$ cat config.mk
export PLATFORM = sky130hd
export DESIGN_NAME = rgb_hue_rotate_brightness_kept
export DESIGN_NICKNAME = d
export VERILOG_FILES = /design/src/rtl/core/rhr_pkg.sv /design/src/rtl/core/rhr_hue_div.sv /design/src/rtl/core/rhr_pct_div.sv /design/src/rtl/core/rhr_scale.sv /design/src/rtl/core/rgb_hue_rotate_brightness_kept.sv
export SDC_FILE = /design/constraint.sdc
export NUM_CORES = 2
export LEC_CHECK = 0
export CORE_ASPECT_RATIO = 0.7
export CORE_MARGIN = 2
export CORE_UTILIZATION = 41
export DETAILED_ROUTE_END_ITERATION = 12
export DONT_BUFFER_PORTS = 1
export HOLD_SLACK_MARGIN = 0.02
export PLACE_DENSITY = 0.59
export SLEW_MARGIN = 5
export SYNTH_ARGS = -nofsm -noshare
export SYNTH_HDL_FRONTEND = slang
export SYNTH_SLANG_ARGS = --single-unit
$ cat constraint.sdc
create_clock -name clk -period 13.5 [get_ports clk]
set_clock_uncertainty 0.05 [all_clocks]
set_input_delay 2.7 -clock clk [delete_from_list [all_inputs] [get_ports clk]]
set_output_delay 2.7 -clock clk [all_outputs]
set_load 0.1 [all_outputs]
$ cat src/rtl/core/rhr_pkg.sv
// Shared types and constants of the hue rotation pipeline.
package rhr_pkg;

    localparam int DEG_FULL     = 360;
    localparam int DEG_SECTOR   = 60;
    localparam int CHAN_MAX     = 255;
    localparam int PCT_SCALE    = 100;

    // 360 * 92: makes any 16-bit signed angle non-negative
    localparam int ANGLE_BIAS   = 33120;
    localparam int MOD_RECIP    = 182;
    localparam int MOD_SHIFT    = 16;
    localparam int DIV100_RECIP = 5243;
    localparam int DIV100_SHIFT = 19;

    localparam int NUM_W = 17;
    localparam int DEN_W = 10;
    localparam int PCT_W = 9;

    typedef enum logic [1:0] {
        BR_RED   = 2'd0,
        BR_GREEN = 2'd1,
        BR_BLUE  = 2'd2
    } br_t;

    localparam logic [2:0] SEC_RED     = 3'd0;
    localparam logic [2:0] SEC_YELLOW  = 3'd1;
    localparam logic [2:0] SEC_GREEN   = 3'd2;
    localparam logic [2:0] SEC_CYAN    = 3'd3;
    localparam logic [2:0] SEC_BLUE    = 3'd4;

    typedef struct packed {
        logic            special;
        logic [23:0]     px;
        logic [2:0][7:0] chan;
    } pct_side_t;

endpackage

$ cat src/rtl/core/rhr_hue_div.sv
// Pipelined restoring divider: (diff << FRAC_BITS) / den, one quotient bit per stage.
module rhr_hue_div
    import rhr_pkg::*;
#(
    parameter int FRAC_BITS = 16,
    parameter int SIDE_W    = 1
)(
    input  logic                 clk,
    input  logic                 rst_n,
    input  logic                 in_valid,
    input  logic [7:0]           diff,
    input  logic [7:0]           den,
    input  logic [SIDE_W-1:0]    in_side,
    output logic                 out_valid,
    output logic [FRAC_BITS:0]   quot,
    output logic [SIDE_W-1:0]    out_side
);

    localparam int NS = FRAC_BITS + 1;

    logic                valid_reg [NS];
    logic [7:0]          rem_reg   [NS];
    logic [7:0]          den_reg   [NS];
    logic [FRAC_BITS:0]  quo_reg   [NS];
    logic [SIDE_W-1:0]   side_reg  [NS];

    logic       ge0;
    logic [7:0] rem0_next;

    // integer bit: diff never exceeds den
    assign ge0       = diff >= den;
    assign rem0_next = ge0 ? 8'(diff - den) : diff;

    always_ff @(posedge clk or negedge rst_n)
    begin
        if (!rst_n)
            valid_reg[0] <= 1'b0;
        else
            valid_reg[0] <= in_valid;
    end

    always_ff @(posedge clk)
    begin
        rem_reg[0]  <= rem0_next;
        den_reg[0]  <= den;
        quo_reg[0]  <= (FRAC_BITS+1)'(ge0);
        side_reg[0] <= in_side;
    end

    generate
        for (genvar k = 1; k < NS; k++) begin : g_stage
            logic [8:0]         rem2;
            logic               ge;
            logic [7:0]         rem_next;
            logic [FRAC_BITS:0] quo_next;

            assign rem2     = {rem_reg[k-1], 1'b0};
            assign ge       = rem2 >= {1'b0, den_reg[k-1]};
            assign rem_next = ge ? 8'(rem2 - {1'b0, den_reg[k-1]}) : rem2[7:0];
            assign quo_next = {quo_reg[k-1][FRAC_BITS-1:0], ge};

            always_ff @(posedge clk or negedge rst_n)
            begin
                if (!rst_n)
                    valid_reg[k] <= 1'b0;
                else
                    valid_reg[k] <= valid_reg[k-1];
            end

            always_ff @(posedge clk)
            begin
                rem_reg[k]  <= rem_next;
                den_reg[k]  <= den_reg[k-1];
                quo_reg[k]  <= quo_next;
                side_reg[k] <= side_reg[k-1];
            end
        end
    endgenerate

    assign out_valid = valid_reg[NS-1];
    assign quot      = quo_reg[NS-1];
    assign out_side  = side_reg[NS-1];

endmodule

$ cat src/rtl/core/rhr_pct_div.sv
// Pipelined long divider for the brightness percent, one quotient bit per stage.
module rhr_pct_div
    import rhr_pkg::*;
#(
    parameter int SIDE_W = 1
)(
    input  logic               clk,
    input  logic               rst_n,
    input  logic               in_valid,
    input  logic [NUM_W-1:0]   num,
    input  logic [DEN_W-1:0]   den,
    input  logic [SIDE_W-1:0]  in_side,
    output logic               out_valid,
    output logic [PCT_W-1:0]   pct,
    output logic [SIDE_W-1:0]  out_side
);

    localparam int TW = NUM_W + 2;

    logic               valid_reg [PCT_W];
    logic [NUM_W-1:0]   rem_reg   [PCT_W];
    logic [DEN_W-1:0]   den_reg   [PCT_W];
    logic [PCT_W-1:0]   quo_reg   [PCT_W];
    logic [SIDE_W-1:0]  side_reg  [PCT_W];

    generate
        for (genvar j = 0; j < PCT_W; j++) begin : g_stage
            localparam int K = PCT_W - 1 - j;
            logic               v_in;
            logic [NUM_W-1:0]   rem_in;
            logic [DEN_W-1:0]   den_in;
            logic [PCT_W-1:0]   quo_in;
            logic [SIDE_W-1:0]  side_in;
            logic [TW-1:0]      trial;
            logic               ge;
            logic [NUM_W-1:0]   rem_next;

            if (j == 0) begin : g_first
                assign v_in    = in_valid;
                assign rem_in  = num;
                assign den_in  = den;
                assign quo_in  = '0;
                assign side_in = in_side;
            end else begin : g_next
                assign v_in    = valid_reg[j-1];
                assign rem_in  = rem_reg[j-1];
                assign den_in  = den_reg[j-1];
                assign quo_in  = quo_reg[j-1];
                assign side_in = side_reg[j-1];
            end

            assign trial    = TW'(den_in) << K;
            assign ge       = TW'(rem_in) >= trial;
            assign rem_next = ge ? NUM_W'(TW'(rem_in) - trial) : rem_in;

            always_ff @(posedge clk or negedge rst_n)
            begin
                if (!rst_n)
                    valid_reg[j] <= 1'b0;
                else
                    valid_reg[j] <= v_in;
            end

            always_ff @(posedge clk)
            begin
                rem_reg[j]  <= rem_next;
                den_reg[j]  <= den_in;
                quo_reg[j]  <= {quo_in[PCT_W-2:0], ge};
                side_reg[j] <= side_in;
            end
        end
    endgenerate

    assign out_valid = valid_reg[PCT_W-1];
    assign pct       = quo_reg[PCT_W-1];
    assign out_side  = side_reg[PCT_W-1];

endmodule

$ cat src/rtl/core/rhr_scale.sv
// Brightness scaling: channel * pct / 100 with clamp, and the output register.
module rhr_scale
    import rhr_pkg::*;
(
    input  logic             clk,
    input  logic             rst_n,
    input  logic             in_valid,
    input  logic [PCT_W-1:0] pct,
    input  pct_side_t        in_side,
    output logic             done,
    output logic [23:0]      rotated_pixel
);

    logic                  m_valid_reg;
    logic [2:0][NUM_W-1:0] m_prod_reg;
    pct_side_t             m_side_reg;

    logic                  q_valid_reg;
    logic [2:0][NUM_W-1:0] q_prod_reg;
    logic [2:0][9:0]       q_quo_reg;
    pct_side_t             q_side_reg;

    logic                  done_reg;
    logic [23:0]           rotated_pixel_reg;

    logic [2:0][NUM_W-1:0] prod_next;
    logic [2:0][9:0]       quo_next;
    logic [2:0][7:0]       chan_next;

    always_comb
    begin
        for (int i = 0; i < 3; i++)
        begin
            prod_next[i] = NUM_W'(in_side.chan[i]) * NUM_W'(pct);
        end
    end

    // reciprocal may overshoot by one; fixed in the last stage
    always_comb
    begin
        for (int i = 0; i < 3; i++)
        begin
            quo_next[i] = 10'((30'(m_prod_reg[i]) * 30'(DIV100_RECIP)) >> DIV100_SHIFT);
        end
    end

    always_comb
    begin
        logic [9:0] qfix;
        for (int i = 0; i < 3; i++)
        begin
            qfix = q_quo_reg[i];
            if ((NUM_W'(q_quo_reg[i]) * NUM_W'(PCT_SCALE)) > q_prod_reg[i])
                qfix = 10'(q_quo_reg[i] - 10'd1);
            chan_next[i] = (qfix > 10'(CHAN_MAX)) ? 8'(CHAN_MAX) : qfix[7:0];
        end
    end

    always_ff @(posedge clk or negedge rst_n)
    begin
        if (!rst_n)
        begin
            m_valid_reg <= 1'b0;
            q_valid_reg <= 1'b0;
            done_reg    <= 1'b0;
        end
        else
        begin
            m_valid_reg <= in_valid;
            q_valid_reg <= m_valid_reg;
            done_reg    <= q_valid_reg;
        end
    end

    always_ff @(posedge clk)
    begin
        m_prod_reg        <= prod_next;
        m_side_reg        <= in_side;
        q_prod_reg        <= m_prod_reg;
        q_quo_reg         <= quo_next;
        q_side_reg        <= m_side_reg;
        // grey and black pass through unchanged
        rotated_pixel_reg <= q_side_reg.special ? q_side_reg.px : chan_next;
    end

    assign done          = done_reg;
    assign rotated_pixel = rotated_pixel_reg;

endmodule

$ cat src/rtl/core/rgb_hue_rotate_brightness_kept.sv
// Hue rotation of an RGB pixel with channel-sum compensation, top level.
//
// Usage:
//   Drive pixel (red 23..16, green 15..8, blue 7..0) and hue_shift (signed
//   degrees) and raise start; the item is taken at that clock edge.
//   busy is always low: a new item may be taken in every cycle.
//   The result is on rotated_pixel for one cycle with done high.
//   Throughput is one item per clock; the two restoring dividers (hue
//   fraction, FRAC_BITS + 1 stages, and brightness percent, 9 stages)
//   set the depth, one quotient bit per stage.
//   The receiver cannot stall the pipeline; results flow out as they come.
//   Reset clears all valid bits, so nothing leaves the block until new
//   items are taken; items in flight at reset are dropped.
//   Grey and black pixels come out unchanged.
module rgb_hue_rotate_brightness_kept
    import rhr_pkg::*;
#(
    parameter int FRAC_BITS = 16
)(
    input  logic               clk,
    input  logic               rst_n,
    input  logic               start,
    output logic               busy,
    input  logic [23:0]        pixel,
    input  logic signed [15:0] hue_shift,
    output logic               done,
    output logic [23:0]        rotated_pixel
);

    localparam int HW = FRAC_BITS + 3;
    localparam int EW = FRAC_BITS + 8;
    localparam logic [HW-1:0] TWO_H  = HW'(2) << FRAC_BITS;
    localparam logic [HW-1:0] FOUR_H = HW'(4) << FRAC_BITS;
    localparam logic [HW-1:0] FULL_H = HW'(6) << FRAC_BITS;

    typedef struct packed {
        br_t           br;
        logic          neg;
        logic [7:0]    d;
        logic [7:0]    mn;
        logic [7:0]    mx;
        logic [23:0]   px;
        logic [9:0]    s1sum;
        logic [HW-1:0] ang_h;
    } hue_side_t;

    // fraction of one sector for each leftover degree count
    logic [FRAC_BITS-1:0] frac_tab [64];

    generate
        for (genvar i = 0; i < 64; i++) begin : g_tab
            localparam longint V = (i < DEG_SECTOR) ?
                                   ((longint'(i) << FRAC_BITS) / DEG_SECTOR) : 0;
            assign frac_tab[i] = FRAC_BITS'(V);
        end
    endgenerate

    assign busy = 1'b0;

    // ---- stage 1: input register
    logic               s1_valid_reg;
    logic [23:0]        s1_px_reg;
    logic signed [15:0] s1_ang_reg;

    always_ff @(posedge clk or negedge rst_n)
    begin
        if (!rst_n)
            s1_valid_reg <= 1'b0;
        else
            s1_valid_reg <= start && !busy;
    end

    always_ff @(posedge clk)
    begin
        s1_px_reg  <= pixel;
        s1_ang_reg <= hue_shift;
    end

    // ---- stage 2: max, min, branch, angle bias and reciprocal product
    logic [7:0]         c_r, c_g, c_b, c_mx, c_mn, c_hi, c_lo, c_t;
    br_t                c_br;
    logic signed [17:0] c_ang_ext;
    logic [16:0]        c_u;
    logic [24:0]        c_qe_prod;

    always_comb
    begin
        c_r  = s1_px_reg[23:16];
        c_g  = s1_px_reg[15:8];
        c_b  = s1_px_reg[7:0];
        c_t  = (c_r > c_g) ? c_r : c_g;
        c_mx = (c_t > c_b) ? c_t : c_b;
        c_t  = (c_r < c_g) ? c_r : c_g;
        c_mn = (c_t < c_b) ? c_t : c_b;
        if (c_r == c_mx)
        begin
            c_br = BR_RED;
            c_hi = c_g;
            c_lo = c_b;
        end
        else if (c_g == c_mx)
        begin
            c_br = BR_GREEN;
            c_hi = c_b;
            c_lo = c_r;
        end
        else
        begin
            c_br = BR_BLUE;
            c_hi = c_r;
            c_lo = c_g;
        end
        c_ang_ext = 18'(s1_ang_reg);
        c_u       = 17'(c_ang_ext + 18'(ANGLE_BIAS));
        c_qe_prod = 25'(c_u) * 25'(MOD_RECIP);
    end

    logic        s2_valid_reg;
    logic [23:0] s2_px_reg;
    br_t         s2_br_reg;
    logic [7:0]  s2_hi_reg, s2_lo_reg, s2_mx_reg, s2_mn_reg, s2_qe_reg;
    logic [16:0] s2_u_reg;
    logic [9:0]  s2_s1sum_reg;

    always_ff @(posedge clk or negedge rst_n)
    begin
        if (!rst_n)
            s2_valid_reg <= 1'b0;
        else
            s2_valid_reg <= s1_valid_reg;
    end

    always_ff @(posedge clk)
    begin
        s2_px_reg    <= s1_px_reg;
        s2_br_reg    <= c_br;
        s2_hi_reg    <= c_hi;
        s2_lo_reg    <= c_lo;
        s2_mx_reg    <= c_mx;
        s2_mn_reg    <= c_mn;
        s2_qe_reg    <= 8'(c_qe_prod >> MOD_SHIFT);
        s2_u_reg     <= c_u;
        s2_s1sum_reg <= 10'(c_r) + 10'(c_g) + 10'(c_b);
    end

    // ---- stage 3: hue difference, angle modulo 360
    logic        c3_neg;
    logic [7:0]  c3_diff;
    logic [16:0] c3_p360;
    logic [9:0]  c3_araw;
    logic [8:0]  c3_a;

    always_comb
    begin
        c3_neg  = s2_hi_reg < s2_lo_reg;
        c3_diff = c3_neg ? 8'(s2_lo_reg - s2_hi_reg) : 8'(s2_hi_reg - s2_lo_reg);
        c3_p360 = 17'(s2_qe_reg) * 17'(DEG_FULL);
        c3_araw = 10'(s2_u_reg - c3_p360);
        // quotient estimate may be one short
        c3_a    = (c3_araw >= 10'(DEG_FULL)) ? 9'(c3_araw - 10'(DEG_FULL)) : c3_araw[8:0];
    end

    logic        s3_valid_reg;
    logic [23:0] s3_px_reg;
    br_t         s3_br_reg;
    logic        s3_neg_reg;
    logic [7:0]  s3_diff_reg, s3_d_reg, s3_mx_reg, s3_mn_reg;
    logic [9:0]  s3_s1sum_reg;
    logic [8:0]  s3_a_reg;

    always_ff @(posedge clk or negedge rst_n)
    begin
        if (!rst_n)
            s3_valid_reg <= 1'b0;
        else
            s3_valid_reg <= s2_valid_reg;
    end

    always_ff @(posedge clk)
    begin
        s3_px_reg    <= s2_px_reg;
        s3_br_reg    <= s2_br_reg;
        s3_neg_reg   <= c3_neg;
        s3_diff_reg  <= c3_diff;
        s3_d_reg     <= 8'(s2_mx_reg - s2_mn_reg);
        s3_mx_reg    <= s2_mx_reg;
        s3_mn_reg    <= s2_mn_reg;
        s3_s1sum_reg <= s2_s1sum_reg;
        s3_a_reg     <= c3_a;
    end

    // ---- stage 4: angle to sector and fraction
    logic [2:0] c4_sec;
    logic [5:0] c4_r60;
    hue_side_t  c4_side;

    always_comb
    begin
        c4_sec = 3'(s3_a_reg >= 9'(DEG_SECTOR))     + 3'(s3_a_reg >= 9'(2 * DEG_SECTOR))
               + 3'(s3_a_reg >= 9'(3 * DEG_SECTOR)) + 3'(s3_a_reg >= 9'(4 * DEG_SECTOR))
               + 3'(s3_a_reg >= 9'(5 * DEG_SECTOR));
        c4_r60 = 6'(s3_a_reg - 9'(c4_sec) * 9'(DEG_SECTOR));
        c4_side.br    = s3_br_reg;
        c4_side.neg   = s3_neg_reg;
        c4_side.d     = s3_d_reg;
        c4_side.mn    = s3_mn_reg;
        c4_side.mx    = s3_mx_reg;
        c4_side.px    = s3_px_reg;
        c4_side.s1sum = s3_s1sum_reg;
        c4_side.ang_h = {c4_sec, frac_tab[c4_r60]};
    end

    logic       s4_valid_reg;
    logic [7:0] s4_diff_reg, s4_d_reg;
    hue_side_t  s4_side_reg;

    always_ff @(posedge clk or negedge rst_n)
    begin
        if (!rst_n)
            s4_valid_reg <= 1'b0;
        else
            s4_valid_reg <= s3_valid_reg;
    end

    always_ff @(posedge clk)
    begin
        s4_diff_reg <= s3_diff_reg;
        s4_d_reg    <= s3_d_reg;
        s4_side_reg <= c4_side;
    end

    // ---- hue fraction divider
    logic               hd_valid;
    logic [FRAC_BITS:0] hd_quot;
    hue_side_t          hd_side;

    rhr_hue_div #(
        .FRAC_BITS (FRAC_BITS),
        .SIDE_W    ($bits(hue_side_t))
    ) u_hue_div (
        .clk       (clk),
        .rst_n     (rst_n),
        .in_valid  (s4_valid_reg),
        .diff      (s4_diff_reg),
        .den       (s4_d_reg),
        .in_side   (s4_side_reg),
        .out_valid (hd_valid),
        .quot      (hd_quot),
        .out_side  (hd_side)
    );

    // ---- stage 5: hue position from branch
    logic [HW-1:0] c5_q, c5_base, c5_h;

    always_comb
    begin
        c5_q = HW'(hd_quot);
        case (hd_side.br)
            BR_RED:   c5_base = hd_side.neg ? HW'(FULL_H - c5_q) : c5_q;
            BR_GREEN: c5_base = hd_side.neg ? HW'(TWO_H - c5_q) : HW'(TWO_H + c5_q);
            default:  c5_base = hd_side.neg ? HW'(FOUR_H - c5_q) : HW'(FOUR_H + c5_q);
        endcase
        c5_h = (c5_base >= FULL_H) ? HW'(c5_base - FULL_H) : c5_base;
    end

    logic          s5_valid_reg;
    logic [HW-1:0] s5_h_reg, s5_ang_reg;
    logic [7:0]    s5_d_reg, s5_mn_reg, s5_mx_reg;
    logic [23:0]   s5_px_reg;
    logic [9:0]    s5_s1sum_reg;

    always_ff @(posedge clk or negedge rst_n)
    begin
        if (!rst_n)
            s5_valid_reg <= 1'b0;
        else
            s5_valid_reg <= hd_valid;
    end

    always_ff @(posedge clk)
    begin
        s5_h_reg     <= c5_h;
        s5_ang_reg   <= hd_side.ang_h;
        s5_d_reg     <= hd_side.d;
        s5_mn_reg    <= hd_side.mn;
        s5_mx_reg    <= hd_side.mx;
        s5_px_reg    <= hd_side.px;
        s5_s1sum_reg <= hd_side.s1sum;
    end

    // ---- stage 6: add rotation with wrap
    logic [HW:0]   c6_sum;
    logic [HW-1:0] c6_h;

    always_comb
    begin
        c6_sum = {1'b0, s5_h_reg} + {1'b0, s5_ang_reg};
        c6_h   = (c6_sum >= {1'b0, FULL_H}) ? HW'(c6_sum - {1'b0, FULL_H}) : HW'(c6_sum);
    end

    logic          s6_valid_reg;
    logic [HW-1:0] s6_h_reg;
    logic [7:0]    s6_d_reg, s6_mn_reg, s6_mx_reg;
    logic [23:0]   s6_px_reg;
    logic [9:0]    s6_s1sum_reg;

    always_ff @(posedge clk or negedge rst_n)
    begin
        if (!rst_n)
            s6_valid_reg <= 1'b0;
        else
            s6_valid_reg <= s5_valid_reg;
    end

    always_ff @(posedge clk)
    begin
        s6_h_reg     <= c6_h;
        s6_d_reg     <= s5_d_reg;
        s6_mn_reg    <= s5_mn_reg;
        s6_mx_reg    <= s5_mx_reg;
        s6_px_reg    <= s5_px_reg;
        s6_s1sum_reg <= s5_s1sum_reg;
    end

    // ---- stage 7: ramp e = d * fraction
    logic [EW-1:0] c7_ef;

    assign c7_ef = EW'(s6_d_reg) * EW'(s6_h_reg[FRAC_BITS-1:0]);

    logic        s7_valid_reg;
    logic [2:0]  s7_sec_reg;
    logic [7:0]  s7_e_reg, s7_mn_reg, s7_mx_reg;
    logic [23:0] s7_px_reg;
    logic [9:0]  s7_s1sum_reg;

    always_ff @(posedge clk or negedge rst_n)
    begin
        if (!rst_n)
            s7_valid_reg <= 1'b0;
        else
            s7_valid_reg <= s6_valid_reg;
    end

    always_ff @(posedge clk)
    begin
        s7_sec_reg   <= s6_h_reg[HW-1:FRAC_BITS];
        s7_e_reg     <= c7_ef[EW-1:FRAC_BITS];
        s7_mn_reg    <= s6_mn_reg;
        s7_mx_reg    <= s6_mx_reg;
        s7_px_reg    <= s6_px_reg;
        s7_s1sum_reg <= s6_s1sum_reg;
    end

    // ---- stage 8: rebuild channels, sums for the percent
    logic [7:0] c8_up, c8_down;
    pct_side_t  c8_side;

    always_comb
    begin
        c8_up   = 8'(s7_mn_reg + s7_e_reg);
        c8_down = 8'(s7_mx_reg - s7_e_reg);
        c8_side.special = s7_mx_reg == s7_mn_reg;
        c8_side.px      = s7_px_reg;
        case (s7_sec_reg)
            SEC_RED:    c8_side.chan = {s7_mx_reg, c8_up,     s7_mn_reg};
            SEC_YELLOW: c8_side.chan = {c8_down,   s7_mx_reg, s7_mn_reg};
            SEC_GREEN:  c8_side.chan = {s7_mn_reg, s7_mx_reg, c8_up};
            SEC_CYAN:   c8_side.chan = {s7_mn_reg, c8_down,   s7_mx_reg};
            SEC_BLUE:   c8_side.chan = {c8_up,     s7_mn_reg, s7_mx_reg};
            default:    c8_side.chan = {s7_mx_reg, s7_mn_reg, c8_down};
        endcase
    end

    logic             s8_valid_reg;
    logic [NUM_W-1:0] s8_num_reg;
    logic [DEN_W-1:0] s8_den_reg;
    pct_side_t        s8_side_reg;

    always_ff @(posedge clk or negedge rst_n)
    begin
        if (!rst_n)
            s8_valid_reg <= 1'b0;
        else
            s8_valid_reg <= s7_valid_reg;
    end

    always_ff @(posedge clk)
    begin
        s8_num_reg  <= NUM_W'(s7_s1sum_reg) * NUM_W'(PCT_SCALE);
        s8_den_reg  <= DEN_W'(c8_side.chan[2]) + DEN_W'(c8_side.chan[1])
                     + DEN_W'(c8_side.chan[0]);
        s8_side_reg <= c8_side;
    end

    // ---- brightness percent divider and scaling
    logic             pd_valid;
    logic [PCT_W-1:0] pd_pct;
    pct_side_t        pd_side;

    rhr_pct_div #(
        .SIDE_W    ($bits(pct_side_t))
    ) u_pct_div (
        .clk       (clk),
        .rst_n     (rst_n),
        .in_valid  (s8_valid_reg),
        .num       (s8_num_reg),
        .den       (s8_den_reg),
        .in_side   (s8_side_reg),
        .out_valid (pd_valid),
        .pct       (pd_pct),
        .out_side  (pd_side)
    );

    rhr_scale u_scale (
        .clk           (clk),
        .rst_n         (rst_n),
        .in_valid      (pd_valid),
        .pct           (pd_pct),
        .in_side       (pd_side),
        .done          (done),
        .rotated_pixel (rotated_pixel)
    );

endmodule

**Yosys cells after proc, flatten, opt, wreduce, memory -nomap -nowiden**

Memories as Yosys holds them, arrays and structs flattened. A register that Yosys moved wholly into a read port is not among the register bits.
Cells that the tools add are included.

- Add/subtract/negate cells: 54
- Multiply operators: 14
- Order comparisons: 46
- Eq/ne operators: 8
- Mux-type cells: 53
- Bitwise logic cells: 1
- Reduce and logical (&&, ||, !) cells: 2

Operators by type and width:

| cell | count |
|---|---|
| $mux 8 | 29 |
| $sub 8x8->8 | 21 |
| $mux 17 | 9 |
| $ge 9x8->1 | 16 |
| $pmux 24 s5 | 1 |
| $mux 19 | 5 |
| $mul 17x13->29 const B | 3 |
| $mul 10x5->15 const B | 4 |
| $gt 17x17->1 | 3 |
| $mul 8x9->17 | 3 |
| $pmux 19 s2 | 1 |
| $sub 19x19->19 const B | 2 |
| $sub 17x17->17 | 2 |
| $mux 16 | 2 |
| $gt 10x8->1 const B | 3 |
| $mux 10 | 3 |
| $sub 10x1->10 const B | 3 |
| $eq 8x8->1 | 3 |
| $lt 8x8->1 | 3 |
| $mul 8x16->24 | 1 |
| $mux 24 | 1 |
| $mul 17x7->23 const B | 1 |
| $add 19x19->20 | 1 |
| $add 9x8->10 | 2 |
| 51 further kinds | 56 |

- Register bits after elaboration: 843
- RAM bits: 2686
- Bits in read-only memories: 1024
- Bits of input ports: 43
- Output and inout port bits: 26
- Logic and storage cells: 293
- Memories: 9

Memory list:

| memory | words | bits a word | read ports | clocked after Yosys merged registers in | wr ports | line | RTL |
|---|---|---|---|---|---|---|---|
| u_hue_div.side_reg | 17 | 80 | 17 | 0 | 17 | rhr_hue_div.sv:25 | `logic [SIDE_W-1:0] side_reg [NS];` |
| (no name shown) | 64 | 16 | 1 | 1 | 0 | rgb_hue_rotate_brightness_kept.sv:210 | `c4_side.ang_h = {c4_sec, frac_tab[c4_r60]};` |
| u_pct_div.side_reg | 9 | 49 | 9 | 0 | 9 | rhr_pct_div.sv:24 | `logic [SIDE_W-1:0] side_reg [PCT_W];` |
| u_hue_div.quo_reg | 17 | 17 | 17 | 0 | 17 | rhr_hue_div.sv:24 | `logic [FRAC_BITS:0] quo_reg [NS];` |
| u_pct_div.rem_reg | 9 | 17 | 8 | 0 | 9 | rhr_pct_div.sv:21 | `logic [NUM_W-1:0] rem_reg [PCT_W];` |
| u_hue_div.den_reg | 17 | 8 | 16 | 0 | 17 | rhr_hue_div.sv:23 | `logic [7:0] den_reg [NS];` |
| 3 more memories | - | - | - | - | - | - |  |

**Longest topological paths before layout**

- Word-level depth: 11
- Depth in mapped cells: 25

**Cells and area by module**

A second synthesis with hierarchy kept.

- Cells, all modules: 9754
- Area total of the unflattened synthesis: 118418.6 um2

By module, submodules not included:

| module | instances | cells an instance | area an instance (um2) |
|---|---|---|---|
| rhr_hue_div | 1 | 2940 | 44218.7 |
| rhr_scale | 1 | 2845 | 27781.6 |
| rgb_hue_rotate_brightness_kept | 1 | 2463 | 26616.8 |
| rhr_pct_div | 1 | 1506 | 19801.5 |

**Least setup slack after synthesis**

OpenSTA, ideal clock, no wires.

- Path kind: flip-flop to flip-flop
- From: reg u_scale.q_quo_reg[22] in the netlist's numbering
- To: reg u_scale.rotated_pixel_reg[17], in the netlist u_scale.rotated_pixel[17]
- Library setup time: 0.161 ns
- Arrival time: 4.785 ns
- Path slack: 8.503 ns
- Cell stages (with the launch flop): 23
- Buffers on the path: 1
- Period minus slack after synthesis: 4.997 ns
- Path through: dfxtp_1 > inv_1 > ha_1 > ha_1 > fa_1 > ha_1 > a21oi_1 > o21ai_0 > a21oi_1 > o21ai_0 > a21oi_1 > nor4bb_1 > a211o_1 > ha_1 > nand4_1 > nor2_1 > o21ai_1 > a21oi_1 > a2111oi_0 > or2_1 > clkbuf_1 > o31ai_1 > a32oi_1

- Cells in the longest elaborated chain, start to end: 6

Ends and longest elaborated chain:

| item | line | RTL |
|---|---|---|
| start, declared | rhr_scale.sv:20 | `logic [2:0][9:0] q_quo_reg;` |
| start signal, assigned | rhr_scale.sv:80 | `q_quo_reg <= quo_next;` |
| $mul 10x5->15 | rhr_scale.sv:53 | `if ((NUM_W'(q_quo_reg[i]) * NUM_W'(PCT_SCALE)) > q_prod_reg[i])` |
| $gt 17x17->1 | rhr_scale.sv:53 |  |
| $mux 10 * | rhr_scale.sv:53 |  |
| $gt 10x8->1 | rhr_scale.sv:55 | `chan_next[i] = (qfix > 10'(CHAN_MAX)) ? 8'(CHAN_MAX) : qfix[7:0];` |
| $mux 8 * | rhr_scale.sv:55 |  |
| $mux 24 * | rhr_scale.sv:83 | `rotated_pixel_reg <= q_side_reg.special ? q_side_reg.px : chan_next;` |
| end signal, assigned | rhr_scale.sv:83 |  |
| end, declared | rhr_scale.sv:24 | `logic [23:0] rotated_pixel_reg;` |

Every way passes the cells marked *; elsewhere a longest branch is shown, timed or not.
A chain may end at the register's enable or synchronous reset.

**Worst setup path in the final report**

- From: reg u_scale.q_quo_reg[22] in the netlist's numbering
- To: reg u_scale.rotated_pixel_reg[21], in the netlist u_scale.rotated_pixel[21]

The elaborated chain is that of the path after synthesis.

==> results.cfg <==
[run_status]
status = complete, no violations

[clock_tree]
clock-sinks = 2980
htreeDepth = 5
cts_tree = built
path_clk_slew_ns = 0.07
clkLatencyLatePin_ns = 0.85
hold_buffers = 0
numCtsBuffers = 282
root_buffer = clkbuf_16
cts_setup_buffers = 0
cts_resized = 0
cts.path.max_buffers = 4

[worst_setup_path]
end_kind = flop
critPathKind = flop to flop
reg2reg_depth = 20
cp_slowest_cell = a2111oi_1
timing.rr.start = u_scale.q_quo_reg[22]
rrSetupSlack_ns = 7.40
crit_path_max_incr_delay_ns = 0.88
crit_family = compound AO/OA/AOI/OAI gates
worstSetupStartpointType = flop
crit_chain = inv_1 -> ha_1 -> ha_1 -> fa_1 -> ha_1 -> nor2b_1 -> o21ai_1 -> a21boi_0 -> o21ai_1 -> a21boi_0 -> o21ai_0 -> nand2_1 -> xor2_1 -> ha_1 -> a21o_1 -> a21o_1 -> a2111oi_1 -> or2_1 -> o31ai_1 -> a32oi_1
path_buf_inv = 1
rr_endpoint = u_scale.rotated_pixel[21]
worstPathRequired_ns = 14.16
cp_max_fo = 15
cpMostUsedCell = ha_1
critical_path_arrival_ns = 6.76

[logic_synthesis]
syn-cell-area_sq_um = 110000
syn_nets = 10863
synth.area.top_cells = dfxtp_1 54%, ha_1 12%, fa_1 10%
synth.largest_area_cell = dfxtp_1
synth_cell_types = 100
synth_edf_count = 0
yosys.area.top_type_share_pct = 53.6
ys_seq_elements = 2980
synthCells = 9178
async_reset_ff_share_pct = 1.24
synth_warnings = 0
synthFlopType = dfxtp_1
ys_seq_area_share_pct = 54.5
synth_area_per_cell_sq_um = 12.0

[hold_path]
hold_path_class = flop to flop
worstHoldStart = u_hue_div.side_reg[0][922]
whs_endpoint = u_hue_div.side_reg[0][1002]
min_delay_path_depth = 0

[cells_and_area]
final_cell_mix = 2943 x dfxtp_1, 1346 x inv_1, 1079 x ha_1
syn_to_final_growth_pct = 12.5
final_cell_count_no_fill = 13119
fin_nets = 11067
largest_register_ff_count = 1063
utilization_pct = 46.5
final_common_cell = dfxtp_1
drive_gt1_share_pct = 5.84
fill_cells = 23872

[place]
place_congestion = 0.826
placedCellCount = 12618
dp_hpwl_mm = 142
io_buffers = 0

[timing]
setup_viol_count_final = 0
fin_setup_tns_ns = 0
rsz0062_at_grt = no
drv_slew = 0
holdWs_ns = 0.247
fmax_mhz = 164
min_period_over_period_pct = 45.2
hold_viol_final = 0
worstMarginPinSlew_ns = 1.23
min_period_ns = 6.10
slew_headroom_pct = 17.7

[global_route]
grt-ovfl-total = 0
grt_pass1_vias = 60900
grt_max_degree = 42
grt_pass1_wl_mm = 315
grt_use_total_pct = 14.0
antenna_found_initial = 11

[detailed_routing]
antenna_left = 0
vias = 58982
first_pass_iters = 5
viasPerCell = 4.50
route.detailed.drc = 0
dr.first_iter.drc_count = 2738
wire_per_inst_microns = 14.5
postRouteWirelength_mm = 190

[die]
rows = 158
die_x_microns = 623
initial_core_util_pct = 41.4
die_y_microns = 437
dieArea_sq_um = 272000
io_pins = 69
core_area_sq_um = 266000

[flow_run]
cap_violations = 0
## worst reg2reg max path, stage by stage (launching register included)
cell	delay (ns)
dfxtp_1	0.46
inv_1	0.13
ha_1	0.32
ha_1	0.32
fa_1	0.46
ha_1	0.35
nor2b_1	0.14
o21ai_1	0.15
a21boi_0	0.14
o21ai_1	0.18
a21boi_0	0.13
o21ai_0	0.30
nand2_1	0.14
xor2_1	0.16
ha_1	0.30
a21o_1	0.19
a21o_1	0.17
a2111oi_1	0.88
or2_1	0.46
o31ai_1	0.30
a32oi_1	0.29
## through the flow
| step | instance area [sq um] | setup slack [ns] |
|---|---|---|
| 6_report | 124000 | 7.40 |
| 5_1_grt | 124000 | 6.84 |
| 4_1_cts | 124000 | 7.36 |
| 3_5_place_dp | 114000 | 7.39 |
| 3_3_place_gp | 114000 | 7.09 |
| 2_1_floorplan | 110000 | 8.50 |
## how the worst max path moves through the flow
stage,endpoint,start,cells after the start
2_1_floorplan,u_scale.rotated_pixel[17],u_scale.q_quo_reg[22],22
3_3_place_gp,u_scale.rotated_pixel[22],u_scale.q_quo_reg[22],21
3_5_place_dp,u_scale.rotated_pixel[21],u_scale.q_quo_reg[22],22
4_1_cts,u_scale.rotated_pixel[21],u_scale.q_quo_reg[22],22
5_1_grt,u_scale.rotated_pixel[21],u_scale.q_quo_reg[21],23
6_report,u_scale.rotated_pixel[21],u_scale.q_quo_reg[22],20
## synth_stat cells, types with 41 or more instances
cell and n:
a211oi_1 41, a21boi_1 52, a21o_1 110, a21oi_1 245
and2_1 218, clkbuf_1 81, dfxtp_1 2943, fa_1 563
ha_1 1079, inv_1 1346, mux2_1 91, mux2_2 43
mux2i_1 88, nand2_1 387, nand2b_1 62, nand3_1 80
nand4_1 63, nor2_1 353, nor2b_1 105, nor3_1 76
o21a_1 49, o21ai_0 142, o21ai_1 136, xnor2_1 262
xor2_1 97
## layout make-up
class                   instances  area [sq um]  share of cell area [%]
clock inverters               118          1500                    1.21
well taps                    3520          4400                    3.56
clock buffers                 382          8090                    6.54
multi-input cells            4751         44600                    36.1
repair buffers                 16           120                  0.0972
flip-flops and latches       2980         59800                    48.4
diodes                          1          2.50                 0.00202
inverters                    1351          5070                    4.10
## logic make-up (layout without fill, tap and decap cells)
logic type | count (synthesis) | after routing | synth area share [%]
other | 1 | 2 | 0.00341
DFF | 2980 | 2980 | 54.5
AOI/OAI and AO/OA | 1022 | 1022 | 6.07
and+or+nand+nor | 1503 | 1503 | 6.86
xor gates and xnor gates | 360 | 360 | 2.88
muxes | 223 | 223 | 2.20
adders and majority gates | 1642 | 1642 | 22.5
buffers and inverters | 1447 | 1867 | 4.98
## metal layers
metal | vias to the layer above | GRT usage [%] | share of wire [%]
li1 | 30115 | - | -
met1 | 27608 | 21.0 | 53
met2 | 919 | 20.7 | 41
met3 | 338 | 2.25 | 4.1
met4 | 2 | 4.03 | 2.4
met5 | - | 0 | 0.0069
Power is left out: the tool's default activity adds up to more than one toggle a clock period on the data nets, which glitch-free logic cannot reach.
